--- config.mk ---
export PLATFORM = sky130hd
export DESIGN_NAME = triangle_attribute_gradient_setup
export DESIGN_NICKNAME = d
export VERILOG_FILES = /design/src/rtl/core/tags_pkg.sv /design/src/rtl/core/tags_mac.sv /design/src/rtl/core/tags_div.sv /design/src/rtl/core/triangle_attribute_gradient_setup.sv
export SDC_FILE = /design/constraint.sdc
export NUM_CORES = 2
export LEC_CHECK = 0
export ABC_CLOCK_PERIOD_IN_PS = 8590
export BUFFER_PORTS_ARGS = -buffer_cell sky130_fd_sc_hd__buf_4
export CORE_MARGIN = 4
export CORE_UTILIZATION = 40
export DETAILED_ROUTE_END_ITERATION = 12
export PLACE_DENSITY = 0.63
export SYNTH_ARGS = -nofsm -noshare
export SYNTH_HDL_FRONTEND = slang
export SYNTH_SLANG_ARGS = --single-unit
--- constraint.sdc ---
create_clock -name clk -period 8.59 [get_ports clk]
set_clock_uncertainty 0.2 [all_clocks]
set_input_delay 1.718 -clock clk [delete_from_list [all_inputs] [get_ports clk]]
set_output_delay 1.718 -clock clk [all_outputs]
set_load 0.01 [all_outputs]
--- src/rtl/core/tags_pkg.sv ---
`default_nettype none
package tags_pkg;

	// field widths
	localparam int CoordW  = 16;   // Q12.4 vertex coordinate
	localparam int DeltaW  = 17;   // edge delta
	localparam int AttrW   = 32;   // Q16.16 attribute
	localparam int DiffW   = 33;   // attribute difference
	localparam int DetW    = 35;   // determinant, Q.8
	localparam int ProdW   = DiffW + DeltaW;    // one product of the shared multiplier
	localparam int AccW    = ProdW + 1;         // difference of two products
	localparam int ScaledW = AccW + 4;          // numerator times 16
	localparam int StepW   = 32;   // Q16.16 step
	localparam int IterW   = $clog2(StepW);     // quotient bit counter

	localparam logic [StepW-1:0] StepMax = {1'b0, {(StepW-1){1'b1}}};
	localparam logic [StepW-1:0] StepMin = {1'b1, {(StepW-1){1'b0}}};

	typedef enum logic [3:0] {
		ST_IDLE,
		ST_GEO_MUL0,
		ST_GEO_MUL1,
		ST_GEO_ACC0,
		ST_GEO_ACC1,
		ST_ATT_MUL0,
		ST_ATT_MUL1,
		ST_ATT_MUL2,
		ST_ATT_MUL3,
		ST_DIV_X,
		ST_DIV_Y,
		ST_RESULT
	} tags_state_t;

	typedef enum logic [1:0] {
		DV_IDLE,
		DV_CHECK,
		DV_RUN,
		DV_FIN
	} tags_div_state_t;

	// control of the shared multiply-accumulate unit
	typedef struct packed {
		logic vld;   // issue a product
		logic clr;   // product starts a new sum
		logic sub;   // product is subtracted
	} tags_mac_req_t;

	// divider status towards the sequencer
	typedef struct packed {
		logic             done;
		logic             sat;
		logic [StepW-1:0] quot;
	} tags_div_res_t;

endpackage
`default_nettype wire

--- src/rtl/core/tags_mac.sv ---
`default_nettype none
module tags_mac (
	input  wire                                   clk,
	input  wire                                   arst_n,
	input  wire tags_pkg::tags_mac_req_t          req,
	input  wire signed [tags_pkg::DiffW-1:0]      a,
	input  wire signed [tags_pkg::DeltaW-1:0]     b,
	output logic signed [tags_pkg::AccW-1:0]      acc
);
	import tags_pkg::*;

	logic signed [ProdW-1:0] prod_s1;
	tags_mac_req_t           ctl_s1;
	logic signed [AccW-1:0]  acc_q;
	logic signed [AccW-1:0]  base;
	logic signed [AccW-1:0]  term;

	// product stage
	always_ff @(posedge clk or negedge arst_n) begin
		if (!arst_n) begin
			ctl_s1 <= '0;
		end else begin
			ctl_s1 <= req;
		end
	end

	always_ff @(posedge clk) begin
		prod_s1 <= a * b;
	end

	// accumulate stage
	always_comb begin
		base = ctl_s1.clr ? '0 : acc_q;
		term = {{(AccW-ProdW){prod_s1[ProdW-1]}}, prod_s1};
	end

	always_ff @(posedge clk) begin
		if (ctl_s1.vld) begin
			acc_q <= ctl_s1.sub ? base - term : base + term;
		end
	end

	assign acc = acc_q;

endmodule
`default_nettype wire

--- src/rtl/core/tags_div.sv ---
`default_nettype none
module tags_div (
	input  wire                                  clk,
	input  wire                                  arst_n,
	input  wire                                  start,
	input  wire signed [tags_pkg::AccW-1:0]      num,
	input  wire signed [tags_pkg::DetW-1:0]      den,
	output tags_pkg::tags_div_res_t              res
);
	import tags_pkg::*;

	localparam int HiW = ScaledW - StepW;   // numerator bits above the quotient window

	tags_div_state_t      state_q, state_d;
	logic [ScaledW-1:0]   num_mag_q;
	logic [DetW-1:0]      den_mag_q;
	logic                 neg_q;
	logic                 big_q;
	logic [DetW-1:0]      rem_q;
	logic [StepW-1:0]     lo_q;
	logic [IterW-1:0]     cnt_q;
	logic signed [ScaledW-1:0] num_s;
	logic [DetW:0]        trial;
	logic                 fits;

	assign num_s = {num, 4'b0000};
	assign trial = {rem_q, lo_q[StepW-1]};
	assign fits  = trial >= {1'b0, den_mag_q};

	always_ff @(posedge clk or negedge arst_n) begin
		if (!arst_n) begin
			state_q <= DV_IDLE;
		end else begin
			state_q <= state_d;
		end
	end

	always_comb begin
		state_d = state_q;
		res     = '0;
		case (state_q)
			DV_IDLE: state_d = DV_IDLE;
			DV_CHECK: state_d = DV_RUN;
			DV_RUN: begin
				if (cnt_q == {IterW{1'b1}}) begin
					state_d = DV_FIN;
				end
			end
			DV_FIN: begin
				state_d  = DV_IDLE;
				res.done = 1'b1;
				// quotient magnitude of 2^32 or more is caught before the run
				if (big_q) begin
					res.sat  = 1'b1;
					res.quot = neg_q ? StepMin : StepMax;
				end else if (!neg_q && lo_q[StepW-1]) begin
					res.sat  = 1'b1;
					res.quot = StepMax;
				end else if (neg_q && lo_q > StepMin) begin
					res.sat  = 1'b1;
					res.quot = StepMin;
				end else begin
					res.quot = neg_q ? StepW'(-lo_q) : lo_q;
				end
			end
			default: state_d = DV_IDLE;
		endcase
		if (start) begin
			state_d = DV_CHECK;
		end
	end

	always_ff @(posedge clk) begin
		if (start) begin
			num_mag_q <= num_s[ScaledW-1] ? ScaledW'(-num_s) : num_s;
			den_mag_q <= den[DetW-1] ? DetW'(-den) : den;
			neg_q     <= num_s[ScaledW-1] ^ den[DetW-1];
		end else if (state_q == DV_CHECK) begin
			big_q <= {{(DetW-HiW){1'b0}}, num_mag_q[ScaledW-1:StepW]} >= den_mag_q;
			rem_q <= {{(DetW-HiW){1'b0}}, num_mag_q[ScaledW-1:StepW]};
			lo_q  <= num_mag_q[StepW-1:0];
			cnt_q <= '0;
		end else if (state_q == DV_RUN) begin
			// restoring step: one quotient bit a cycle
			rem_q <= fits ? DetW'(trial - {1'b0, den_mag_q}) : trial[DetW-1:0];
			lo_q  <= {lo_q[StepW-2:0], fits};
			cnt_q <= cnt_q + 1'b1;
		end
	end

endmodule
`default_nettype wire

--- src/rtl/core/triangle_attribute_gradient_setup.sv ---
`default_nettype none
// Triangle setup for plane-equation attribute interpolation. A geometry request
// (tuser = 0) carries three Q12.4 vertices; the block keeps the edge deltas
// against vertex 2 and the determinant dx1*dy0 - dx0*dy1, and answers with zero
// steps and a degenerate flag that is set when the determinant is zero. Each
// attribute request (tuser = 1) carries one Q16.16 attribute at the three
// vertices and is answered with its per-pixel x and y steps in Q16.16, each the
// numerator times 16 over the determinant, truncated toward zero and saturated,
// with clipped set when either step saturated. Requests are taken one at a time;
// a geometry request passes two products through the shared multiply-accumulate
// unit, then two accumulate steps; an attribute request four products through
// that unit, then two runs of the radix-2 divider, each a range check, 32
// quotient bits one a cycle and a finishing step; an attribute request against
// a zero determinant none of these. All end in a result step that loads the
// output register. The result shows on the output in the cycle the block is
// ready again; a result held by back-pressure keeps the block in its last step
// until the output register is free. Before the first geometry request the
// determinant reads as zero.
module triangle_attribute_gradient_setup (
	input  wire          clk,
	input  wire          arst_n,
	input  wire          s_axis_tvalid,
	output logic         s_axis_tready,
	// x0, y0, x1, y1, x2, y2 (16 bits each), attr0, attr1, attr2 (32 bits each)
	input  wire  [191:0] s_axis_tdata,
	// func
	input  wire          s_axis_tuser,
	output logic         m_axis_tvalid,
	input  wire          m_axis_tready,
	// x_step, y_step (32 bits each)
	output logic [63:0]  m_axis_tdata,
	// degenerate, clipped
	output logic [1:0]   m_axis_tuser
);
	import tags_pkg::*;

	// request fields
	logic signed [CoordW-1:0] in_x0, in_y0, in_x1, in_y1, in_x2, in_y2;
	logic signed [AttrW-1:0]  in_a0, in_a1, in_a2;
	logic                     in_func;
	logic                     in_acc;

	assign in_x0   = s_axis_tdata[15:0];
	assign in_y0   = s_axis_tdata[31:16];
	assign in_x1   = s_axis_tdata[47:32];
	assign in_y1   = s_axis_tdata[63:48];
	assign in_x2   = s_axis_tdata[79:64];
	assign in_y2   = s_axis_tdata[95:80];
	assign in_a0   = s_axis_tdata[127:96];
	assign in_a1   = s_axis_tdata[159:128];
	assign in_a2   = s_axis_tdata[191:160];
	assign in_func = s_axis_tuser;

	tags_state_t state_q, state_d;

	// triangle state, kept between requests
	logic signed [DeltaW-1:0] dx0_q, dx1_q, dy0_q, dy1_q;
	logic signed [DetW-1:0]   det_q;

	// attribute differences against vertex 2
	logic signed [DiffW-1:0]  d0_q, d1_q;

	// steps collected for the result
	logic [StepW-1:0]         xs_q, ys_q;
	logic                     sat_q;

	// output register
	logic                     out_vld_q;
	logic [2*StepW-1:0]       out_data_q;
	logic [1:0]               out_user_q;
	logic                     out_free;

	// shared multiply-accumulate unit
	tags_mac_req_t            mac_req;
	logic signed [DiffW-1:0]  mac_a;
	logic signed [DeltaW-1:0] mac_b;
	logic signed [AccW-1:0]   mac_acc;

	// shared divider
	logic                     div_start;
	tags_div_res_t            div_res;

	logic                     det_zero;

	assign s_axis_tready = (state_q == ST_IDLE);
	assign in_acc        = s_axis_tvalid & s_axis_tready;
	assign out_free      = !out_vld_q || m_axis_tready;
	assign det_zero      = (det_q == '0);

	tags_mac u_mac (
		.clk    (clk),
		.arst_n (arst_n),
		.req    (mac_req),
		.a      (mac_a),
		.b      (mac_b),
		.acc    (mac_acc)
	);

	tags_div u_div (
		.clk    (clk),
		.arst_n (arst_n),
		.start  (div_start),
		.num    (mac_acc),
		.den    (det_q),
		.res    (div_res)
	);

	always_ff @(posedge clk or negedge arst_n) begin
		if (!arst_n) begin
			state_q <= ST_IDLE;
		end else begin
			state_q <= state_d;
		end
	end

	// sequencer: which products go through the shared unit and when
	always_comb begin
		state_d   = state_q;
		mac_req   = '0;
		mac_a     = d0_q;
		mac_b     = dy1_q;
		div_start = 1'b0;
		case (state_q)
			ST_IDLE: begin
				if (in_acc) begin
					if (!in_func) begin
						state_d = ST_GEO_MUL0;
					end else if (det_zero) begin
						state_d = ST_RESULT;
					end else begin
						state_d = ST_ATT_MUL0;
					end
				end
			end
			// det = dx1*dy0 - dx0*dy1
			ST_GEO_MUL0: begin
				mac_req = '{vld: 1'b1, clr: 1'b1, sub: 1'b0};
				mac_a   = {{(DiffW-DeltaW){dx1_q[DeltaW-1]}}, dx1_q};
				mac_b   = dy0_q;
				state_d = ST_GEO_MUL1;
			end
			ST_GEO_MUL1: begin
				mac_req = '{vld: 1'b1, clr: 1'b0, sub: 1'b1};
				mac_a   = {{(DiffW-DeltaW){dx0_q[DeltaW-1]}}, dx0_q};
				mac_b   = dy1_q;
				state_d = ST_GEO_ACC0;
			end
			ST_GEO_ACC0: state_d = ST_GEO_ACC1;
			ST_GEO_ACC1: state_d = ST_RESULT;
			// x numerator = d1*dy0 - d0*dy1
			ST_ATT_MUL0: begin
				mac_req = '{vld: 1'b1, clr: 1'b1, sub: 1'b0};
				mac_a   = d1_q;
				mac_b   = dy0_q;
				state_d = ST_ATT_MUL1;
			end
			ST_ATT_MUL1: begin
				mac_req = '{vld: 1'b1, clr: 1'b0, sub: 1'b1};
				mac_a   = d0_q;
				mac_b   = dy1_q;
				state_d = ST_ATT_MUL2;
			end
			// y numerator = d0*dx1 - d1*dx0, overlapping the x division
			ST_ATT_MUL2: begin
				mac_req = '{vld: 1'b1, clr: 1'b1, sub: 1'b0};
				mac_a   = d0_q;
				mac_b   = dx1_q;
				state_d = ST_ATT_MUL3;
			end
			ST_ATT_MUL3: begin
				// accumulator holds the x numerator here
				mac_req   = '{vld: 1'b1, clr: 1'b0, sub: 1'b1};
				mac_a     = d1_q;
				mac_b     = dx0_q;
				div_start = 1'b1;
				state_d   = ST_DIV_X;
			end
			ST_DIV_X: begin
				// y numerator has long settled by the time x is done
				if (div_res.done) begin
					div_start = 1'b1;
					state_d   = ST_DIV_Y;
				end
			end
			ST_DIV_Y: begin
				if (div_res.done) begin
					state_d = ST_RESULT;
				end
			end
			ST_RESULT: begin
				if (out_free) begin
					state_d = ST_IDLE;
				end
			end
			default: state_d = ST_IDLE;
		endcase
	end

	// triangle state resets to an empty triangle (zero determinant)
	always_ff @(posedge clk or negedge arst_n) begin
		if (!arst_n) begin
			dx0_q <= '0;
			dx1_q <= '0;
			dy0_q <= '0;
			dy1_q <= '0;
			det_q <= '0;
		end else begin
			if (in_acc && !in_func) begin
				dx0_q <= {in_x0[CoordW-1], in_x0} - {in_x2[CoordW-1], in_x2};
				dx1_q <= {in_x1[CoordW-1], in_x1} - {in_x2[CoordW-1], in_x2};
				dy0_q <= {in_y0[CoordW-1], in_y0} - {in_y2[CoordW-1], in_y2};
				dy1_q <= {in_y1[CoordW-1], in_y1} - {in_y2[CoordW-1], in_y2};
			end
			if (state_q == ST_GEO_ACC1) begin
				det_q <= mac_acc[DetW-1:0];
			end
		end
	end

	// per-request working registers
	always_ff @(posedge clk) begin
		if (in_acc) begin
			d0_q  <= {in_a0[AttrW-1], in_a0} - {in_a2[AttrW-1], in_a2};
			d1_q  <= {in_a1[AttrW-1], in_a1} - {in_a2[AttrW-1], in_a2};
			xs_q  <= '0;
			ys_q  <= '0;
			sat_q <= 1'b0;
		end else if (state_q == ST_DIV_X && div_res.done) begin
			xs_q  <= div_res.quot;
			sat_q <= div_res.sat;
		end else if (state_q == ST_DIV_Y && div_res.done) begin
			ys_q  <= div_res.quot;
			sat_q <= sat_q | div_res.sat;
		end
	end

	// output register
	always_ff @(posedge clk or negedge arst_n) begin
		if (!arst_n) begin
			out_vld_q <= 1'b0;
		end else if (state_q == ST_RESULT && out_free) begin
			out_vld_q <= 1'b1;
		end else if (m_axis_tready) begin
			out_vld_q <= 1'b0;
		end
	end

	always_ff @(posedge clk) begin
		if (state_q == ST_RESULT && out_free) begin
			out_data_q <= {ys_q, xs_q};
			out_user_q <= {sat_q, det_zero};
		end
	end

	assign m_axis_tvalid = out_vld_q;
	assign m_axis_tdata  = out_data_q;
	assign m_axis_tuser  = out_user_q;

endmodule
`default_nettype wire

# Word level (Yosys, flattened, before mapping)
# Index checks and enable logic that the tools add are counted.
[word_totals] register_bits=575 out_inout_bits=68 word_cells=133 mem_bits_rw=0 n_memories=0 mem_bits_ro=0 latchBits=0 input_bits=197
[classes] n_lt_le_gt_ge=3 reduce_logical=25 muxes=36 mul=1 eq_ne=20 n_bitwise=5 shift=0 n_div=0 n_addsub=13
[ops] cell="32-bit two-way mux" n=5
[ops] cell="51-bit two-way mux" n=2
[ops] cell="33-bit case mux with 3 select lines" n=1
[ops] cell="35-bit two-way mux" n=2
[ops] cell="34-bit two-way mux" n=2
[ops] cell="16-bit by 16-bit subtractor with 17-bit output" n=4
[ops] cell="33-bit two-way mux" n=2
[ops] cell="32-bit by 32-bit subtractor with 33-bit output" n=2
[ops] cell="55-bit negator" n=1
[ops] cell="54-bit two-way mux" n=1
[ops] cell="51-bit by 50-bit adder with 51-bit output" n=1
[ops] cell="17-bit case mux with 3 select lines" n=1
[ops] cell="51-bit by 50-bit subtractor with 51-bit output" n=1
[ops] cell="33-bit by 17-bit multiplier with 50-bit output" n=1
[ops] cell="4-bit case mux with 12 select lines" n=1
[ops] cell="36-bit by 35-bit >= comparator with 1-bit output" n=1
[ops] cell="23-bit by 35-bit >= comparator with 1-bit output" n=1
[ops] cell="35-bit logical NOT" n=1
[ops] cell="35-bit negator" n=1
[ops] cell="35-bit subtractor" n=1
[ops] cell="32-bit > comparator, second input constant" n=1
[ops] cell="32-bit negator" n=1
[ops] cell="4-bit two-way mux" n=6
[ops] cell="23-bit two-way mux" n=1
[ops] cell="31 further kinds" n=62

# Logic depth before layout (Yosys ltp)
[depth] word_depth=10 mapped_depth=35 ltp_nobuf=31

# Hierarchy
# From an unflattened synthesis, not the netlist that was laid out.
[hier_totals] cells_unflattened=6064 hier_area_um2=55871.1
[by_module_without_submodules] module="tags_mac" instances=1 area_per_inst_um2=25947.4 cells_each=2891 seq_area_each_um2=2607.5
[by_module_without_submodules] module="triangle_attribute_gradient_setup" instances=1 area_per_inst_um2=18430.2 cells_each=1994 seq_area_each_um2=7967.6
[by_module_without_submodules] module="tags_div" instances=1 area_per_inst_um2=11493.5 cells_each=1179 seq_area_each_um2=4854.7

# Worst setup path after synthesis
# OpenSTA, ideal clock, no wires.
[synth_path] path_type="reg2reg" startpoint="register state_q[1]" endpoint="register u_mac.prod_s1[45]" t_required_ps=8318 path_stages_with_launch=32 path_slack_ps=7 arrival_ps=8311 period_less_slack_ps=8583 cell_sequence="dfrtp_1 > clkbuf_1 > nand2_1 > nor2_1 > clkbuf_1 > a22oi_1 > nand2_1 > o21ai_0 > a21oi_1 > clkbuf_1 > nand2_1 > fa_1 > inv_1 > fa_1 > fa_1 > fa_1 > fa_1 > inv_1 > fa_1 > inv_1 > ha_1 > clkbuf_1 > a21o_1 > a21o_1 > a221oi_1 > o21ai_0 > a21o_1 > a22o_1 > o41ai_2 > o221ai_1 > a221oi_1 > xnor2_1"
[synth_via] elab_chain_cells=4 word_cells_on_any_way=10 classes_between="mul (1); eq/ne (5); mux (2); reduce/logical (2)"
[synth_rtl] item="start: declaration" line_no="triangle_attribute_gradient_setup.sv:54" text="tags_state_t state_q, state_d;"
[synth_rtl] item="start signal: assignment" line_no="triangle_attribute_gradient_setup.sv:112" text="state_q <= state_d;"
[synth_rtl] item="4-bit == test, or another cell as far along" line_no="triangle_attribute_gradient_setup.sv:123" text="case (state_q)"
[synth_rtl] item="2-bit OR reduction (no source line)"
[synth_rtl] item="33-bit case mux with 3 select lines or 17-bit case mux with 3 select lines (tied branches)" line_no="triangle_attribute_gradient_setup.sv:123"
[synth_rtl] item="33-bit by 17-bit multiplier with 50-bit output *" line_no="tags_mac.sv:28" text="prod_s1 <= a * b;"
[synth_rtl] item="end signal: assignment" line_no="tags_mac.sv:28"
[synth_rtl] item="end: declaration" line_no="tags_mac.sv:12" text="logic signed [ProdW-1:0] prod_s1;"
# Every way passes the cells marked *; elsewhere a longest branch is shown, timed or not.
# A chain may end at the register's enable or synchronous reset.

# Worst setup path in the final report
[layout_path] startpoint="register state_q[1]" endpoint="register u_mac.prod_s1[48]"
# Same word-level chain as after synthesis.

==> out/metrics.cfg <==
[outcome]
status = completed

[synth]
synth_fa_ha_area_frac = 0.284
synth_cell_types = 89
synth_xor_area_frac = 0.0583
yosys_warnings = 0
syn_area_per_cell_um2 = 9.27
ys_async_sr_fraction = 0.198
synth_compound_area_frac = 0.136
synth-seq-cells = 571
ys_seq_area_frac = 0.284
synthCells = 5862
synth_mux_area_frac = 0.0204
syn_area_um2 = 54300
synth_edf_count = 343
synthSimpleGateAreaFrac = 0.148
synth_top_family_by_area = adder cells
synth_nets = 6966
synth_ff_type = edfxtp_1

[timing]
hold_viol_final = 0
max_freq_mhz = 121
max_slew.worst_pin.slew_ns = 1.11
grt_setup_unrepaired = true
max_slew_margin = 0.258
finalCritPeriodShare = 0.963
final_max_slew_viol_count = 0
period_minus_slack_ns = 8.28
final-setup-viol-count = 0
fin_hold_ws_ns = 0.222

[routing]
vias_per_cell = 5.30
routed_wl_mm = 151
wl_per_cell_um = 18.7
drt-pass1-iter-count = 9
drt_iter0_markers = 3034
ant_nets = 0
drc = 0
vias = 42886

[worst_hold_path]
min_path_cells = 0
hp-class = flip-flop to flip-flop

[final_layout]
ff_latch_area_um2 = 15400
finish.instance_area_um2 = 62900
multi_input_area_um2 = 35500
fillers = 12714
diodes = 0
layout-drive-gt1-share = 0.131
synthToLayoutAreaGrowth_pct = 15.8
final_nets = 7367

[clock_tree]
root_buffer = clkbuf_16
clk_path_buf_depth = 3
cts_hold_buffers = 0
clk_pin_slew_ns = 0.08
insertion_delay_ns = 0.64
cts_tree = built
cts-htree-levels = 3
cts_inserted_buffers = 66
cts_sinks = 571

[worst_setup_path]
start_kind = flip-flop
cp.required_ns = 8.92
reg2reg_slack_ns = 0.31
crit_path_top_delay_cell = fa_1
end_kind = flip-flop
crit_fanout = 19
critPathMostFrequentCell = fa_1
cpPeakStageDelay_ns = 0.60
worst-setup-path-type = flip-flop to flip-flop
worst_ep_arrival_time_ns = 8.61
ff2ff_path_depth = 32

[floorplan]
initial_core_util = 0.405
die_area_um2 = 142000
io_pins = 265
core_area_um2 = 134000
die_h_um = 377
rows = 134
die_w_um = 377

[place]
port_buffers = 264
dpl_cell_area_um2 = 60200
dp_hpwl_mm = 122
place.gp.congestion = 0.950

[global_routing]
antenna_found_initial = 3
grt_max_degree = 73
grt_pass1_vias = 43427
grtUsageTotal = 0.210
gr-total-overflow = 0
grt_pass1_wl_mm = 238

[run]
maxCapViolCount = 0

-- what timing repair did --
item,4_1_cts,5_1_grt
hold endpoints to repair,0,0
resized for setup,0,47
setup buffers,0,7
setup endpoints to repair,0,13
-- through the flow --
stage	utilization	TNS [ns]	setup slack (ns)	cells
CTS	0.466	0	0.0485	8072
finish	0.469	0	0.314	8085
global route	0.469	-0.0802	-0.0699	8085
global placement	0.449	0	0.130	7950
floorplan	-	0	0.00706	5862
detailed placement	0.449	0	0.0510	7950
-- cell type report --
| type | instances | area share |
|---|---|---|
| inverters | 784 | 0.0468 |
| well taps | 1768 | 0.0351 |
| clock inverters | 37 | 0.00851 |
| multi-input cells | 4286 | 0.563 |
| clock buffers | 85 | 0.0288 |
| flip-flops and latches | 571 | 0.245 |
| repair buffers | 554 | 0.0723 |
-- Yosys cell counts (14+ instances only) --
| master | number | area share |
|---|---|---|
| xnor2_1 | 281 | 0.045 |
| nand2b_1 | 71 | 0.0082 |
| dfxtp_1 | 115 | 0.042 |
| clkbuf_1 | 196 | 0.014 |
| o211ai_1 | 18 | 0.0025 |
| o41ai_1 | 29 | 0.0047 |
| a22oi_1 | 24 | 0.0033 |
| and2_1 | 52 | 0.0060 |
| o22ai_1 | 23 | 0.0026 |
| edfxtp_1 | 343 | 0.19 |
| or3_1 | 28 | 0.0032 |
| mux2i_1 | 31 | 0.0057 |
| nor2_1 | 528 | 0.036 |
| ha_1 | 363 | 0.084 |
| mux2_2 | 71 | 0.015 |
| o22a_1 | 15 | 0.0024 |
| a211oi_1 | 26 | 0.0036 |
| nor4_1 | 24 | 0.0028 |
| nand2_1 | 653 | 0.045 |
| o21ai_1 | 14 | 0.0013 |
| a21oi_1 | 335 | 0.031 |
| fa_1 | 544 | 0.20 |
| o21bai_1 | 25 | 0.0035 |
| or4_1 | 22 | 0.0030 |
| nand3_1 | 71 | 0.0065 |
| o21ai_0 | 239 | 0.022 |
| buf_1 | 18 | 0.0012 |
| o31ai_1 | 55 | 0.0076 |
| dfrtp_1 | 113 | 0.052 |
| xor2_1 | 81 | 0.013 |
| nor3_1 | 92 | 0.0085 |
| a21o_1 | 121 | 0.017 |
| inv_1 | 783 | 0.054 |
| and3_1 | 26 | 0.0030 |
| nor2b_1 | 97 | 0.011 |
| o21a_1 | 55 | 0.0076 |
| a221oi_1 | 15 | 0.0024 |
| nand4_1 | 31 | 0.0036 |
| or2_2 | 19 | 0.0022 |
| a31oi_1 | 36 | 0.0041 |
-- layout by cell type, fill, tap and decap left out, types with 235 or more instances in the layout --
cell,n
inv_1,783
a21oi_1,327
nand2_1,652
buf_4,521
nor2_1,524
o21ai_0,235
fa_1,544
ha_1,362
edfxtp_1,343
xnor2_1,281
-- worst max-delay path: cells and delay by family, from the launching register on --
family | cells | cell delay [ns]
fa+ha+maj | 7 | 3.54
compound gates | 7 | 1.60
simple gates | 8 | 1.14
buf+inv | 9 | 1.07
flops | 1 | 0.43
xor+xnor | 1 | 0.15
-- flip-flops by register name, summed over array words and instances (netlist names), 35 cells and up --
signal / flops
m_axis_tdata: 64
u_div.num_mag_q: 51
u_mac.acc: 51
u_mac.prod_s1: 50
det_q: 35
u_div.den_mag_q: 35
u_div.rem_q: 35
-- final timing paths --
| path | from | end |
|---|---|---|
| worst max-delay path | state_q[1] | u_mac.prod_s1[48] |
| worst min-delay path | xs_q[31] | m_axis_tdata[31] |
| worst max register to register | state_q[1] | u_mac.prod_s1[48] |
| max in group asynchronous | arst_n | u_mac.ctl_s1[2] |
| min in group asynchronous | arst_n | dy0_q[15] |
| worst min register to register | xs_q[31] | m_axis_tdata[31] |
-- metal layers --
| metal | vias up | global-route usage | wire length [um] |
|---|---|---|---|
| met3 | 255 | 0.0285 | 8540 |
| met4 | 2 | 0.0685 | 6010 |
| met2 | 1336 | 0.356 | 71300 |
| met1 | 20792 | 0.278 | 65500 |
| met5 | - | 0 | 13 |
| li1 | 20501 | - | - |
-- kinds of logic (layout without fill, tap and decap cells) --
kind of cell             Yosys count  count (layout)
AND/OR/NAND/NOR                 1764            1764
AO/OA/AOI/OAI                   1151            1151
buffers and inverters           1005            1460
adder cells (fa/ha/maj)          907             907
flip-flops                       571             571
XOR/XNOR                         362             362
multiplexers                     102             102
Power is not shown: default switching activity piles up to over one toggle a cycle in this logic, so the estimate is an artifact.
